## config.mk

```make
export PLATFORM = sky130hd
export DESIGN_NAME = dhcp_offer_ack_responder
export DESIGN_NICKNAME = d
export VERILOG_FILES = /design/src/hdl/dor_pkg.sv /design/src/hdl/dhcp_offer_ack_responder.sv /design/src/hdl/dor_hdr_store.sv
export SDC_FILE = /design/constraint.sdc
export NUM_CORES = 2
export LEC_CHECK = 0
export ABC_AREA = 0
export CELL_PAD_IN_SITES_DETAIL_PLACEMENT = 1
export CELL_PAD_IN_SITES_GLOBAL_PLACEMENT = 1
export CORE_ASPECT_RATIO = 0.5
export CORE_MARGIN = 5
export CORE_UTILIZATION = 35
export DETAILED_ROUTE_END_ITERATION = 8
export DONT_BUFFER_PORTS = 1
export MAX_ROUTING_LAYER = met4
export PLACE_DENSITY_LB_ADDON = 0.1
export SETUP_SLACK_MARGIN = 0.4
export SYNTH_ARGS = -nofsm -noshare
export SYNTH_HDL_FRONTEND = slang
export SYNTH_SLANG_ARGS = --single-unit
```

## constraint.sdc

```tcl
create_clock -name clk -period 4.5 [get_ports clk]
set_input_delay 0.225 -clock clk [delete_from_list [all_inputs] [get_ports clk]]
set_output_delay 0.225 -clock clk [all_outputs]
set_load 0.01 [all_outputs]
```

## src/hdl/dor_pkg.sv

```systemverilog
// ----------------------------------------------------------------------------
// dor_pkg
// Shared types, constants and reply template functions for the DHCP
// offer/ack responder.
// ----------------------------------------------------------------------------
package dor_pkg;

	localparam int unsigned MAX_MESSAGE_BYTES = 1024;
	localparam int unsigned HEADER_BYTES      = 236;
	localparam int unsigned HDR_AW            = $clog2(HEADER_BYTES);
	localparam int unsigned CNT_W             = 16;

	localparam logic [CNT_W-1:0] MAX_BYTES     = CNT_W'(MAX_MESSAGE_BYTES);
	localparam logic [CNT_W-1:0] HDR_END       = CNT_W'(HEADER_BYTES);
	localparam logic [CNT_W-1:0] OPTIONS_START = CNT_W'(240);

	localparam logic [7:0] OPT_END      = 8'd255;
	localparam logic [7:0] OPT_MSG_TYPE = 8'd53;
	localparam logic [7:0] OPT_SERVER   = 8'd54;
	localparam logic [7:0] OPT_MASK     = 8'd1;
	localparam logic [7:0] OPT_BCAST    = 8'd28;
	localparam logic [7:0] OPT_LEASE    = 8'd51;
	localparam logic [7:0] OP_REPLY     = 8'h02;
	localparam logic [7:0] TYPE_DISCOVER = 8'd1;
	localparam logic [7:0] TYPE_REQUEST  = 8'd3;
	localparam logic [7:0] TYPE_OFFER    = 8'd2;
	localparam logic [7:0] TYPE_ACK      = 8'd5;

	localparam int unsigned CFG_IDX_W = 3;
	localparam logic [CFG_IDX_W-1:0] REG_SERVER  = 3'd0;
	localparam logic [CFG_IDX_W-1:0] REG_OFFERED = 3'd1;
	localparam logic [CFG_IDX_W-1:0] REG_MASK    = 3'd2;
	localparam logic [CFG_IDX_W-1:0] REG_BCAST   = 3'd3;
	localparam logic [CFG_IDX_W-1:0] REG_LEASE   = 3'd4;

	localparam logic [1:0] ST_OK      = 2'd0;
	localparam logic [1:0] ST_READY   = 2'd1;
	localparam logic [1:0] ST_NOREPLY = 2'd2;
	localparam logic [1:0] ST_EMPTY   = 2'd3;

	typedef struct packed {
		logic [31:0] server_address;
		logic [31:0] offered_address;
		logic [31:0] subnet_mask;
		logic [31:0] broadcast_address;
		logic [31:0] lease_seconds;
	} cfg_t;

	function automatic logic [7:0] addr_byte(logic [31:0] v, logic [1:0] k);
		logic [7:0] b;
		case (k)
			2'd0:    b = v[31:24];
			2'd1:    b = v[23:16];
			2'd2:    b = v[15:8];
			default: b = v[7:0];
		endcase
		return b;
	endfunction

	// True where the reply byte comes from the stored request header.
	function automatic logic from_header(logic [CNT_W-1:0] r);
		return (r != '0) && !(r >= CNT_W'(16) && r < CNT_W'(24)) && (r < HDR_END);
	endfunction

	function automatic logic [7:0] reply_fixed(logic [CNT_W-1:0] r, logic [7:0] ft,
		cfg_t cfg);
		logic [CNT_W-1:0] k;
		logic [CNT_W-1:0] d9;
		logic [CNT_W-1:0] d15;
		logic [CNT_W-1:0] d21;
		logic [CNT_W-1:0] d27;
		logic             known;
		logic [7:0]       b;
		k     = r - HDR_END;
		d9    = k - CNT_W'(9);
		d15   = k - CNT_W'(15);
		d21   = k - CNT_W'(21);
		d27   = k - CNT_W'(27);
		known = (ft == TYPE_DISCOVER) || (ft == TYPE_REQUEST);
		b     = '0;
		if (r == '0) begin
			b = OP_REPLY;
		end else if (r >= CNT_W'(16) && r < CNT_W'(20)) begin
			b = addr_byte(cfg.offered_address, r[1:0]);
		end else if (r >= CNT_W'(20) && r < CNT_W'(24)) begin
			b = addr_byte(cfg.server_address, r[1:0]);
		end else if (r >= HDR_END) begin
			if (k == CNT_W'(0) || k == CNT_W'(3)) begin
				b = 8'd99;
			end else if (k == CNT_W'(1)) begin
				b = 8'd130;
			end else if (k == CNT_W'(2)) begin
				b = 8'd83;
			end else if (k == CNT_W'(4)) begin
				b = known ? OPT_MSG_TYPE : 8'd0;
			end else if (k == CNT_W'(5)) begin
				b = known ? 8'd1 : 8'd0;
			end else if (k == CNT_W'(6)) begin
				b = (ft == TYPE_DISCOVER) ? TYPE_OFFER :
					((ft == TYPE_REQUEST) ? TYPE_ACK : 8'd0);
			end else if (k == CNT_W'(7)) begin
				b = OPT_SERVER;
			end else if (k == CNT_W'(13)) begin
				b = OPT_MASK;
			end else if (k == CNT_W'(19)) begin
				b = OPT_BCAST;
			end else if (k == CNT_W'(25)) begin
				b = OPT_LEASE;
			end else if (k == CNT_W'(8) || k == CNT_W'(14) || k == CNT_W'(20)
				|| k == CNT_W'(26)) begin
				b = 8'd4;
			end else if (k == CNT_W'(31)) begin
				b = OPT_END;
			end else if (k >= CNT_W'(9) && k < CNT_W'(13)) begin
				b = addr_byte(cfg.server_address, d9[1:0]);
			end else if (k >= CNT_W'(15) && k < CNT_W'(19)) begin
				b = addr_byte(cfg.subnet_mask, d15[1:0]);
			end else if (k >= CNT_W'(21) && k < CNT_W'(25)) begin
				b = addr_byte(cfg.broadcast_address, d21[1:0]);
			end else if (k >= CNT_W'(27) && k < CNT_W'(31)) begin
				b = addr_byte(cfg.lease_seconds, d27[1:0]);
			end
		end
		return b;
	endfunction

endpackage

```

## src/hdl/dhcp_offer_ack_responder.sv

```systemverilog
// ----------------------------------------------------------------------------
// dhcp_offer_ack_responder
// Collects a DHCP request byte by byte, finds its message type option and
// plays back an offer or ack reply of the same length, up to MAX_MESSAGE_BYTES.
// ----------------------------------------------------------------------------
// One item is accepted per clock cycle while the output does not stall. Its
// result is registered in the first stage, together with the read of the
// header store, and then in the output register. The header store has a
// single read port and a single write port, and each item uses at most one
// of them, so no two items ever touch the same entry in the same cycle.
module dhcp_offer_ack_responder (
	input  logic                          clk,
	input  logic                          arst_n,
	input  logic                          in_valid,
	output logic                          in_ready,
	input  logic                          action,
	input  logic [7:0]                    data_byte,
	input  logic                          last_byte,
	output logic                          out_valid,
	input  logic                          out_ready,
	output logic [7:0]                    reply_byte,
	output logic                          reply_last,
	output logic [1:0]                    status,
	output logic [7:0]                    message_type,
	input  logic                          cfg_we,
	input  logic [dor_pkg::CFG_IDX_W-1:0] cfg_index,
	input  logic [31:0]                   cfg_data
);
	import dor_pkg::*;

	typedef enum logic [1:0] {
		PH_SEARCH,
		PH_TYPE,
		PH_FOUND,
		PH_END
	} phase_t;

	cfg_t             cfg_q;
	logic [CNT_W-1:0] count_q, count_n;
	logic [CNT_W-1:0] nto_q, nto_n;
	phase_t           phase_q, phase_n;
	logic [7:0]       ft_q, ft_n;
	logic             pending_q, pending_n;
	logic [CNT_W-1:0] rpos_q, rpos_n;

	logic             accept;
	logic             s1_adv;
	logic             s1_valid_q;
	logic             s1_mem_s1;
	logic [7:0]       s1_byte_s1;
	logic             s1_last_s1;
	logic [1:0]       s1_status_s1;
	logic [7:0]       s1_mtype_s1;

	logic             out_valid_q;
	logic [7:0]       reply_byte_q;
	logic             reply_last_q;
	logic [1:0]       status_q;
	logic [7:0]       mtype_q;

	logic             wr_en, rd_en, use_mem;
	logic [7:0]       fixed_byte, mtype_c, rd_data;
	logic             rlast_c;
	logic [1:0]       status_c;
	logic [CNT_W-1:0] pos;
	logic [CNT_W+1:0] nxt;
	logic [CNT_W:0]   nto_p1, nto_p2;

	assign accept   = in_valid && in_ready;
	assign s1_adv   = s1_valid_q && (!out_valid_q || out_ready);
	assign in_ready = !s1_valid_q || s1_adv;

	always_comb begin
		count_n    = count_q;
		nto_n      = nto_q;
		phase_n    = phase_q;
		ft_n       = ft_q;
		pending_n  = pending_q;
		rpos_n     = rpos_q;
		wr_en      = 1'b0;
		rd_en      = 1'b0;
		use_mem    = 1'b0;
		fixed_byte = '0;
		rlast_c    = 1'b0;
		status_c   = ST_OK;
		mtype_c    = '0;
		pos        = '0;
		nxt        = '0;
		nto_p1     = '0;
		nto_p2     = '0;
		if (action) begin
			if (pending_q && rpos_q < count_q) begin
				use_mem    = from_header(rpos_q);
				rd_en      = use_mem;
				fixed_byte = reply_fixed(rpos_q, ft_q, cfg_q);
				rpos_n     = rpos_q + CNT_W'(1);
				if (rpos_n >= count_q) begin
					rlast_c   = 1'b1;
					count_n   = '0;
					nto_n     = OPTIONS_START;
					phase_n   = PH_SEARCH;
					ft_n      = '0;
					pending_n = 1'b0;
					rpos_n    = '0;
				end
			end else begin
				status_c = ST_EMPTY;
			end
		end else begin
			if (pending_q) begin
				count_n   = '0;
				nto_n     = OPTIONS_START;
				phase_n   = PH_SEARCH;
				ft_n      = '0;
				pending_n = 1'b0;
				rpos_n    = '0;
			end
			pos    = count_n;
			nto_p1 = {1'b0, nto_n} + (CNT_W+1)'(1);
			nto_p2 = {1'b0, nto_n} + (CNT_W+1)'(2);
			nxt    = {2'b00, pos} + {{(CNT_W-6){1'b0}}, data_byte} + (CNT_W+2)'(1);
			if (pos < MAX_BYTES) begin
				wr_en = (pos < HDR_END);
				if (phase_n == PH_SEARCH) begin
					if (pos == nto_n) begin
						if (data_byte == OPT_END) begin
							phase_n = PH_END;
						end else if (data_byte == OPT_MSG_TYPE) begin
							phase_n = PH_TYPE;
						end
					end else if ({1'b0, pos} == nto_p1) begin
						nto_n = (nxt[CNT_W+1:CNT_W] != 2'b00) ? '1 : nxt[CNT_W-1:0];
					end
				end else if (phase_n == PH_TYPE) begin
					if ({1'b0, pos} == nto_p2) begin
						ft_n    = data_byte;
						phase_n = PH_FOUND;
					end
				end
				count_n = pos + CNT_W'(1);
			end
			if (last_byte) begin
				if (phase_n == PH_FOUND) begin
					status_c  = ST_READY;
					mtype_c   = ft_n;
					pending_n = 1'b1;
					rpos_n    = '0;
				end else begin
					status_c  = ST_NOREPLY;
					count_n   = '0;
					nto_n     = OPTIONS_START;
					phase_n   = PH_SEARCH;
					ft_n      = '0;
					pending_n = 1'b0;
					rpos_n    = '0;
				end
			end
		end
	end

	dor_hdr_store u_hdr (
		.clk     (clk),
		.wr_en   (accept && !action && wr_en),
		.wr_addr (pos[HDR_AW-1:0]),
		.wr_data (data_byte),
		.rd_en   (accept && rd_en),
		.rd_addr (rpos_q[HDR_AW-1:0]),
		.rd_data (rd_data)
	);

	always_ff @(posedge clk or negedge arst_n) begin
		if (!arst_n) begin
			cfg_q.server_address    <= 32'd3232238081;
			cfg_q.offered_address   <= 32'd3232238082;
			cfg_q.subnet_mask       <= 32'd4294967040;
			cfg_q.broadcast_address <= 32'd3232238335;
			cfg_q.lease_seconds     <= 32'd86400;
		end else if (cfg_we) begin
			case (cfg_index)
				REG_SERVER:  cfg_q.server_address    <= cfg_data;
				REG_OFFERED: cfg_q.offered_address   <= cfg_data;
				REG_MASK:    cfg_q.subnet_mask       <= cfg_data;
				REG_BCAST:   cfg_q.broadcast_address <= cfg_data;
				REG_LEASE:   cfg_q.lease_seconds     <= cfg_data;
				default: ;
			endcase
		end
	end

	always_ff @(posedge clk or negedge arst_n) begin
		if (!arst_n) begin
			count_q   <= '0;
			nto_q     <= OPTIONS_START;
			phase_q   <= PH_SEARCH;
			ft_q      <= '0;
			pending_q <= 1'b0;
			rpos_q    <= '0;
		end else if (accept) begin
			count_q   <= count_n;
			nto_q     <= nto_n;
			phase_q   <= phase_n;
			ft_q      <= ft_n;
			pending_q <= pending_n;
			rpos_q    <= rpos_n;
		end
	end

	always_ff @(posedge clk or negedge arst_n) begin
		if (!arst_n) begin
			s1_valid_q  <= 1'b0;
			out_valid_q <= 1'b0;
		end else begin
			if (accept) begin
				s1_valid_q <= 1'b1;
			end else if (s1_adv) begin
				s1_valid_q <= 1'b0;
			end
			if (s1_adv) begin
				out_valid_q <= 1'b1;
			end else if (out_ready) begin
				out_valid_q <= 1'b0;
			end
		end
	end

	always_ff @(posedge clk) begin
		if (accept) begin
			s1_mem_s1    <= use_mem;
			s1_byte_s1   <= fixed_byte;
			s1_last_s1   <= rlast_c;
			s1_status_s1 <= status_c;
			s1_mtype_s1  <= mtype_c;
		end
		if (s1_adv) begin
			reply_byte_q <= s1_mem_s1 ? rd_data : s1_byte_s1;
			reply_last_q <= s1_last_s1;
			status_q     <= s1_status_s1;
			mtype_q      <= s1_mtype_s1;
		end
	end

	assign out_valid    = out_valid_q;
	assign reply_byte   = reply_byte_q;
	assign reply_last   = reply_last_q;
	assign status       = status_q;
	assign message_type = mtype_q;

endmodule

```

## src/hdl/dor_hdr_store.sv

```systemverilog
// ----------------------------------------------------------------------------
// dor_hdr_store
// Synchronous store for the fixed request header, one write and one
// registered read per cycle.
// ----------------------------------------------------------------------------
module dor_hdr_store (
	input  logic                       clk,
	input  logic                       wr_en,
	input  logic [dor_pkg::HDR_AW-1:0] wr_addr,
	input  logic [7:0]                 wr_data,
	input  logic                       rd_en,
	input  logic [dor_pkg::HDR_AW-1:0] rd_addr,
	output logic [7:0]                 rd_data
);
	import dor_pkg::*;

	logic [7:0] mem [HEADER_BYTES];
	logic [7:0] rd_data_q;

	always_ff @(posedge clk) begin
		if (wr_en) begin
			mem[wr_addr] <= wr_data;
		end
		if (rd_en) begin
			rd_data_q <= mem[rd_addr];
		end
	end

	assign rd_data = rd_data_q;

endmodule

```

# After elaboration in Yosys (flattened, before gate mapping)
# Memories as Yosys holds them, arrays and structs flattened. A register that Yosys moved wholly into a read port is not among the register bits.
# Index checks and enable logic that the tools add are counted.
# W data, S select, Z words.
[word_totals]
regBits = 260
latch_bits = 0
ram_bits = 1888
romBits = 0
inputBits = 50
mem_count = 1
[classes]
addsub = 11
n_mul = 0
n_div = 0
n_lt_le_gt_ge = 18
n_eq_ne = 40
shifts = 0
muxes = 102
bitwise = 3
n_reduce_logical = 50
[mem_list]
columns = ["memory", "depth", "word_bits", "read_ports", "rd_ports_with_merged_regs", "wr", "line", "text"]
rows = [
  ["u_hdr.mem", 236, 8, 1, 1, 1, "dor_hdr_store.sv:17", "logic [7:0] mem [HEADER_BYTES];"],
]
[ops]
columns = ["cell", "n"]
rows = [
  ["$mux W16", 25],
  ["$mux W8", 31],
  ["$pmux W8 S3", 6],
  ["$eq A16 B5 Y1 const B", 5],
  ["$lt A16 B5 Y1 const B", 5],
  ["$eq A16 B3 Y1 const B", 4],
  ["$ge A16 B5 Y1 const B", 4],
  ["$eq A16 B4 Y1 const B", 3],
  ["$mux W2", 20],
  ["$eq A16 B17 Y1", 2],
  ["$add A16 B1 Y16 const B", 2],
  ["$eq A16 B2 Y1 const B", 2],
  ["$ge A16 B4 Y1 const B", 2],
  ["$logic_not A16 Y1", 2],
  ["$lt A16 B8 Y1 const B", 2],
  ["$add A17 B1 Y18 const B", 1],
  ["$add A16 B1 Y17 const B", 1],
  ["$add A16 B2 Y17 const B", 1],
  ["$add A16 B8 Y17", 1],
  ["$mux W1", 17],
  ["$eq A16 B1 Y1 const B", 1],
  ["$eq A16 B16 Y1", 1],
  ["$ge A16 B16 Y1", 1],
  ["$ge A16 B8 Y1 const B", 1],
  ["31 further kinds", 84],
]

# Logic depth before layout (Yosys ltp)
[logic_depth]
ltp_word = 24
ltp_mapped = 20
depth_no_buf = 15

# Hierarchy
# A second synthesis with hierarchy kept.
[unflattened]
hier_cells = 4884
area_unflattened_um2 = 88471.1
[by_module_without_submodules]
columns = ["mod", "instances", "cells_each", "area_per_inst_um2", "seq_area_each_um2"]
rows = [
  ["dor_hdr_store", 1, 3455, 73549.3, 56934.6],
  ["dhcp_offer_ack_responder", 1, 1429, 14921.8, 6781.5],
]

# Least setup slack after synthesis
# OpenSTA, ideal clock, no wires.
[synth_timing]
path_kind = "reg-to-reg"
from = "register rpos_q[0]"
to = "register u_hdr.rd_data_q[0] (netlist: u_hdr.rd_data[0]), read port of u_hdr.mem, enable pin"
setup_time_ns = 0.395
arrival_ns = 4.380
required_ns = 4.105
path_slack_ns = -0.275
path_stages_with_launch = 15
path_buffers = 9
period_less_slack_ns = 4.775
cell_sequence = "dfrtp_1 > buf_2 > buf_4 > buf_2 > buf_4 > buf_1 > inv_1 > ha_1 > clkbuf_1 > clkbuf_1 > clkbuf_1 > and4b_1 > or2_2 > clkbuf_1 > nor4_1"
[synth_between]
elab_chain_len = 8
[synth_rtl]
columns = ["item", "line", "text"]
rows = [
  ["start, declared", "dhcp_offer_ack_responder.sv:44", "logic [CNT_W-1:0] rpos_q, rpos_n;"],
  ["start signal, assigned", "dhcp_offer_ack_responder.sv:204", "rpos_q <= rpos_n;"],
  ["$ge A16 B5 Y1 / $lt A16 B5 Y1 (equally long branches)", "dor_pkg.sv:62", "return (r != '0) && !(r >= CNT_W'(16) && r < CNT_W'(24)) && (r < HDR_END);"],
  ["$logic_and A1 B1 Y1", "dor_pkg.sv:62", ""],
  ["$logic_not A1 Y1", "dor_pkg.sv:62", ""],
  ["$logic_and A1 B1 Y1 (2 in a row)", "dor_pkg.sv:62", ""],
  ["$mux W1 *", "dhcp_offer_ack_responder.sv:92", "if (pending_q && rpos_q < count_q) begin"],
  ["$mux W1 *", "n/a", ""],
  ["$logic_and A1 B1 Y1 *", "dhcp_offer_ack_responder.sv:166", ".rd_en (accept && rd_en),"],
  ["net u_hdr.rd_en", "dor_hdr_store.sv:11", "input logic rd_en,"],
  ["end, declared", "dor_hdr_store.sv:18", "logic [7:0] rd_data_q;"],
]
# Mark *: on every way through the listed nets, which the timed path passes. The rest lies on a longest branch.
# A chain may end at the register's enable or synchronous reset.

# Final worst setup path
[layout_timing]
from = "register out_valid_q (netlist: out_valid)"
to = "memory u_hdr.mem[162][4], enable pin"
[layout_between]
elab_chain_len = 9
[layout_rtl]
columns = ["item", "line", "text"]
rows = [
  ["start, declared", "dhcp_offer_ack_responder.sv:55", "logic out_valid_q;"],
  ["start signal, assigned", "dhcp_offer_ack_responder.sv:211", "out_valid_q <= 1'b0;"],
  ["start signal, assigned", "dhcp_offer_ack_responder.sv:219", "out_valid_q <= 1'b1;"],
  ["start signal, assigned", "dhcp_offer_ack_responder.sv:221", "out_valid_q <= 1'b0;"],
  ["$logic_not A1 Y1", "dhcp_offer_ack_responder.sv:70", "assign s1_adv = s1_valid_q && (!out_valid_q || out_ready);"],
  ["$logic_or A1 B1 Y1", "dhcp_offer_ack_responder.sv:70", ""],
  ["$logic_and A1 B1 Y1", "dhcp_offer_ack_responder.sv:70", ""],
  ["$logic_or A1 B1 Y1", "dhcp_offer_ack_responder.sv:71", "assign in_ready = !s1_valid_q || s1_adv;"],
  ["net in_ready", "dhcp_offer_ack_responder.sv:15", "output logic in_ready,"],
  ["$logic_and A1 B1 Y1", "dhcp_offer_ack_responder.sv:69", "assign accept = in_valid && in_ready;"],
  ["net accept", "dhcp_offer_ack_responder.sv:46", "logic accept;"],
  ["$logic_and A1 B1 Y1 (2 in a row)", "dhcp_offer_ack_responder.sv:163", ".wr_en (accept && !action && wr_en),"],
  ["$mux W1", "dor_hdr_store.sv:21", "if (wr_en) begin"],
  ["$mux W1 (not written as such)", "dor_hdr_store.sv:22", "mem[wr_addr] <= wr_data;"],
  ["end, declared", "dor_hdr_store.sv:17", ""],
]
# The timed path passes the listed nets, and every way through them passes these cells.

==> impl_metrics.yaml <==
clocking:
  root_buffer: "clkbuf_16"
  clock_path_buffers: 4
  numCtsBuffers: 209
  cts-htree-levels: 4
  clkLatencyLatePin_ns: 0.88
  cts_tree: "yes"
  path_clk_slew_ns: 0.07
  cts_sinks: 2156
synthesis:
  synth.avg_cell_area_um2: 19.52
  syn_inst: 4510
  synth_top_family_by_area: "multiplexers"
  yosysSeqAreaShare_pct: 72.39
  synthMuxAreaShare_pct: 17.94
  synth_warnings: 0
  synth-simple-area-share_pct: 3.702
  synth_xor_area_share_pct: 0.5274
  synth_edf_count: 1935
  syn-num-nets: 4616
  synth_fa_ha_area_share_pct: 0.8046
  ys_types: 84
  netlist_area_um2: 88020
  synth_seq_cells: 2156
  synth_compound_area_share_pct: 3.123
  synth_ff_type: "edfxtp_1"
  async_flop_share_pct: 10.25
critical_path:
  cpMostUsedCell: "nand2_1"
  critPathTopFamily: "simple AND/OR/NAND/NOR gates"
  rr_worst_depth: 10
  arrival_ns: 4.47
  crit_cells: 10
  critPathKind: "reg2reg"
  path_cells: "nand3b_1 > nand2_1 > inv_1 > nand2b_1 > a21oi_1 > o21ai_0 > nor3_1 > buf_4 > nand2_1 > nor2_1"
  cp_data_required_time_ns: 4.99
  slowest_stage: "nor2_1"
  cp_max_fo: 16
  end_kind: "register"
  slowest_delay_ns: 0.88
  critPathLaunchType: "register"
  worst-path-buf-inv: 2
timing:
  worst_slew_pin_slew_ns: 1.861
  tns_ns: 0
  hold_viol_final: 221
  setup_viol: 0
  period_minus_slack_ns: 3.980
  grt_setup_unrepaired: "true"
  hold_ws_ns: -0.9022
  worst_clock_skew_ns: 0.06425
  drv_slew: 338
  worst_slew_margin_rel_pct: -24.06
  period_share_pct: 88.44
  finalWorstSetupSlack_ns: 0.5203
  fmax_mhz: 251.3
final_layout:
  design_area_um2: 102000
  fillers: 23808
  syn_to_final_growth_pct: 15.89
  fin_util_pct: 40.69
  final_cells: 8433
  fin_nets: 4995
  drive_gt1_share_pct: 31.37
status:
  status: "finished, violations left"
  violations: "hold timing, slew limit"
global_route:
  grt_usage_pct: 20.99
  antenna_found_initial: 30
  grt_pass1_wl_mm: 383.4
  grt_max_degree: 240
  grt_pass1_vias: 48962
  grt-ovfl-total: 0
floorplanning:
  start_util_pct: 35.12
  pin_count: 71
  core-area_um2: 250700
  fp.dieW_um: 719.2
  dieArea_um2: 262200
  rows: 130
  die_y_um: 364.6
hold_path:
  hold_path_class: "in2async"
place:
  dp_cells: 7973
  io_buffers: 0
  place_hpwl_mm: 160.1
  place_ws_ns: 0.1643
  place.gp.congestion: 0.8292
  placed_area_um2: 94320
routing:
  drt-pass1-iter-count: 8
  drtIter0Drc: 4501
  drcViolationCount: 0
  drt-vias-per-instance: 5.499
  wl_mm: 269.3
  vias: 46369
  avgRoutedWirePerCell_um: 31.94
  ant_nets: 0
power_and_ir_drop:
  p_leak_nw: 32.45
  p_switching_mw: 15.20
  ir_drop_mv: 0.3940
  pwr-share-comb_pct: 23.9
  p_int_mw: 38.04
  power.share.clock_pct: 33.5
  finalPower_mw: 53.24
  power.density_nw_per_um2: 521.9
  seq_power_share_pct: 42.5
  p_sw_share_pct: 28.55
run:
  maxCapViolCount: 0
[area by class of cell]
class | instances | area [um2] | area share, %
antenna | 17 | 42.54 | 0.04171
clock buffer | 250 | 5485 | 5.378
clock inverter | 122 | 1234 | 1.209
inverter | 53 | 206.4 | 0.2024
multi-input combinational | 2026 | 23150 | 22.69
sequential | 2156 | 63740 | 62.49
tap | 3366 | 4212 | 4.129
timing repair buffer | 443 | 3936 | 3.859
[sequential cells by signal (all words and copies together), names as in the netlist]
signal         flops
u_hdr.mem       1888
cfg_q            160
count_q           16
nto_q             16
rpos_q            16
ft_q               8
message_type       8
reply_byte         8
s1_byte_s1         8
s1_mtype_s1        8
u_hdr.rd_data      8
phase_q            2
s1_status_s1       2
status             2
out_valid          1
pending_q          1
reply_last         1
s1_last_s1         1
s1_mem_s1          1
s1_valid_q         1
[Yosys cell counts (all sizes together), types with 53 or more instances]
cell type | count | area (um2)
mux4 | 608 | 13690
mux2 | 169 | 1903
clkbuf | 173 | 649.4
dfstp | 64 | 1682
inv | 53 | 198.9
nor2 | 329 | 1237
nand2 | 199 | 747.0
ha | 55 | 688.2
dfrtp | 157 | 3929
buf | 102 | 488.0
edfxtp | 1935 | 58110
o21ai | 99 | 495.5
a21oi | 61 | 309.1
[routing by layer]
layer,wire length (um),global-route usage [%],vias to the layer above
met5,0,-,-
met4,4913,3.370,0
met3,16130,2.887,277
met2,122300,31.96,1273
met1,126000,30.70,25569
li1,-,-,19250
[cells by family (layout without fill, tap and decap cells)]
group	count (synthesis)	count (layout)
other cells	0	17
compound gates	387	387
buf+inv	328	868
mux	796	796
xor+xnor	53	53
simple gates	734	734
fa+ha+maj	56	56
flops	2156	2156
[power groups by stage]
stage                     Clock, mW  Sequential [mW]  Combinational (mW)
after floorplan                   0             22.9                7.95
after global placement            0             23.0                12.5
after detailed placement          0             23.0                12.6
after CTS                      18.3             22.6                13.0
after global routing           19.2             22.7                13.5
final                          17.9             22.6                12.7
[cells in the final DEF (no fill, tap or decap), types with 34 or more instances in the layout]
cell	instances
a21oi_1	58
a222oi_1	48
buf_4	353
clkbuf_16	212
clkinv_1	44
clkinv_2	34
dfrtp_1	151
dfstp_2	64
dlygate4sd3_1	59
edfxtp_1	1935
ha_1	52
inv_1	52
mux2_2	169
mux4_2	608
nand2_1	183
nand3_1	49
nor2_1	322
o21ai_0	96
[worst paths after layout]
kind,start,to,slack [ns]
setup / recovery,out_valid,u_hdr.mem[162][4],0.52
hold / removal,arst_n,s1_valid_q,-0.90
setup reg to reg,out_valid,u_hdr.mem[162][4],0.52
hold reg to reg,s1_mtype_s1[6],message_type[6],0.42
max in group asynchronous,arst_n,cfg_q[1],4.86
min in group clk,cfg_index[2],cfg_q[7],0.08
[repair_timing]
| action | in CTS | in global routing |
|---|---|---|
| setup endpoints to repair | 1 | 49 |
| gates resized for setup | 1 | 13 |
| pin swaps | 0 | 1 |
| setup buffers | 0 | 3 |
| endpoints found under the hold margin | 2333 | 276 |
| hold buffers | 62 | 5 |
Power figures use the tool's default switching activity.
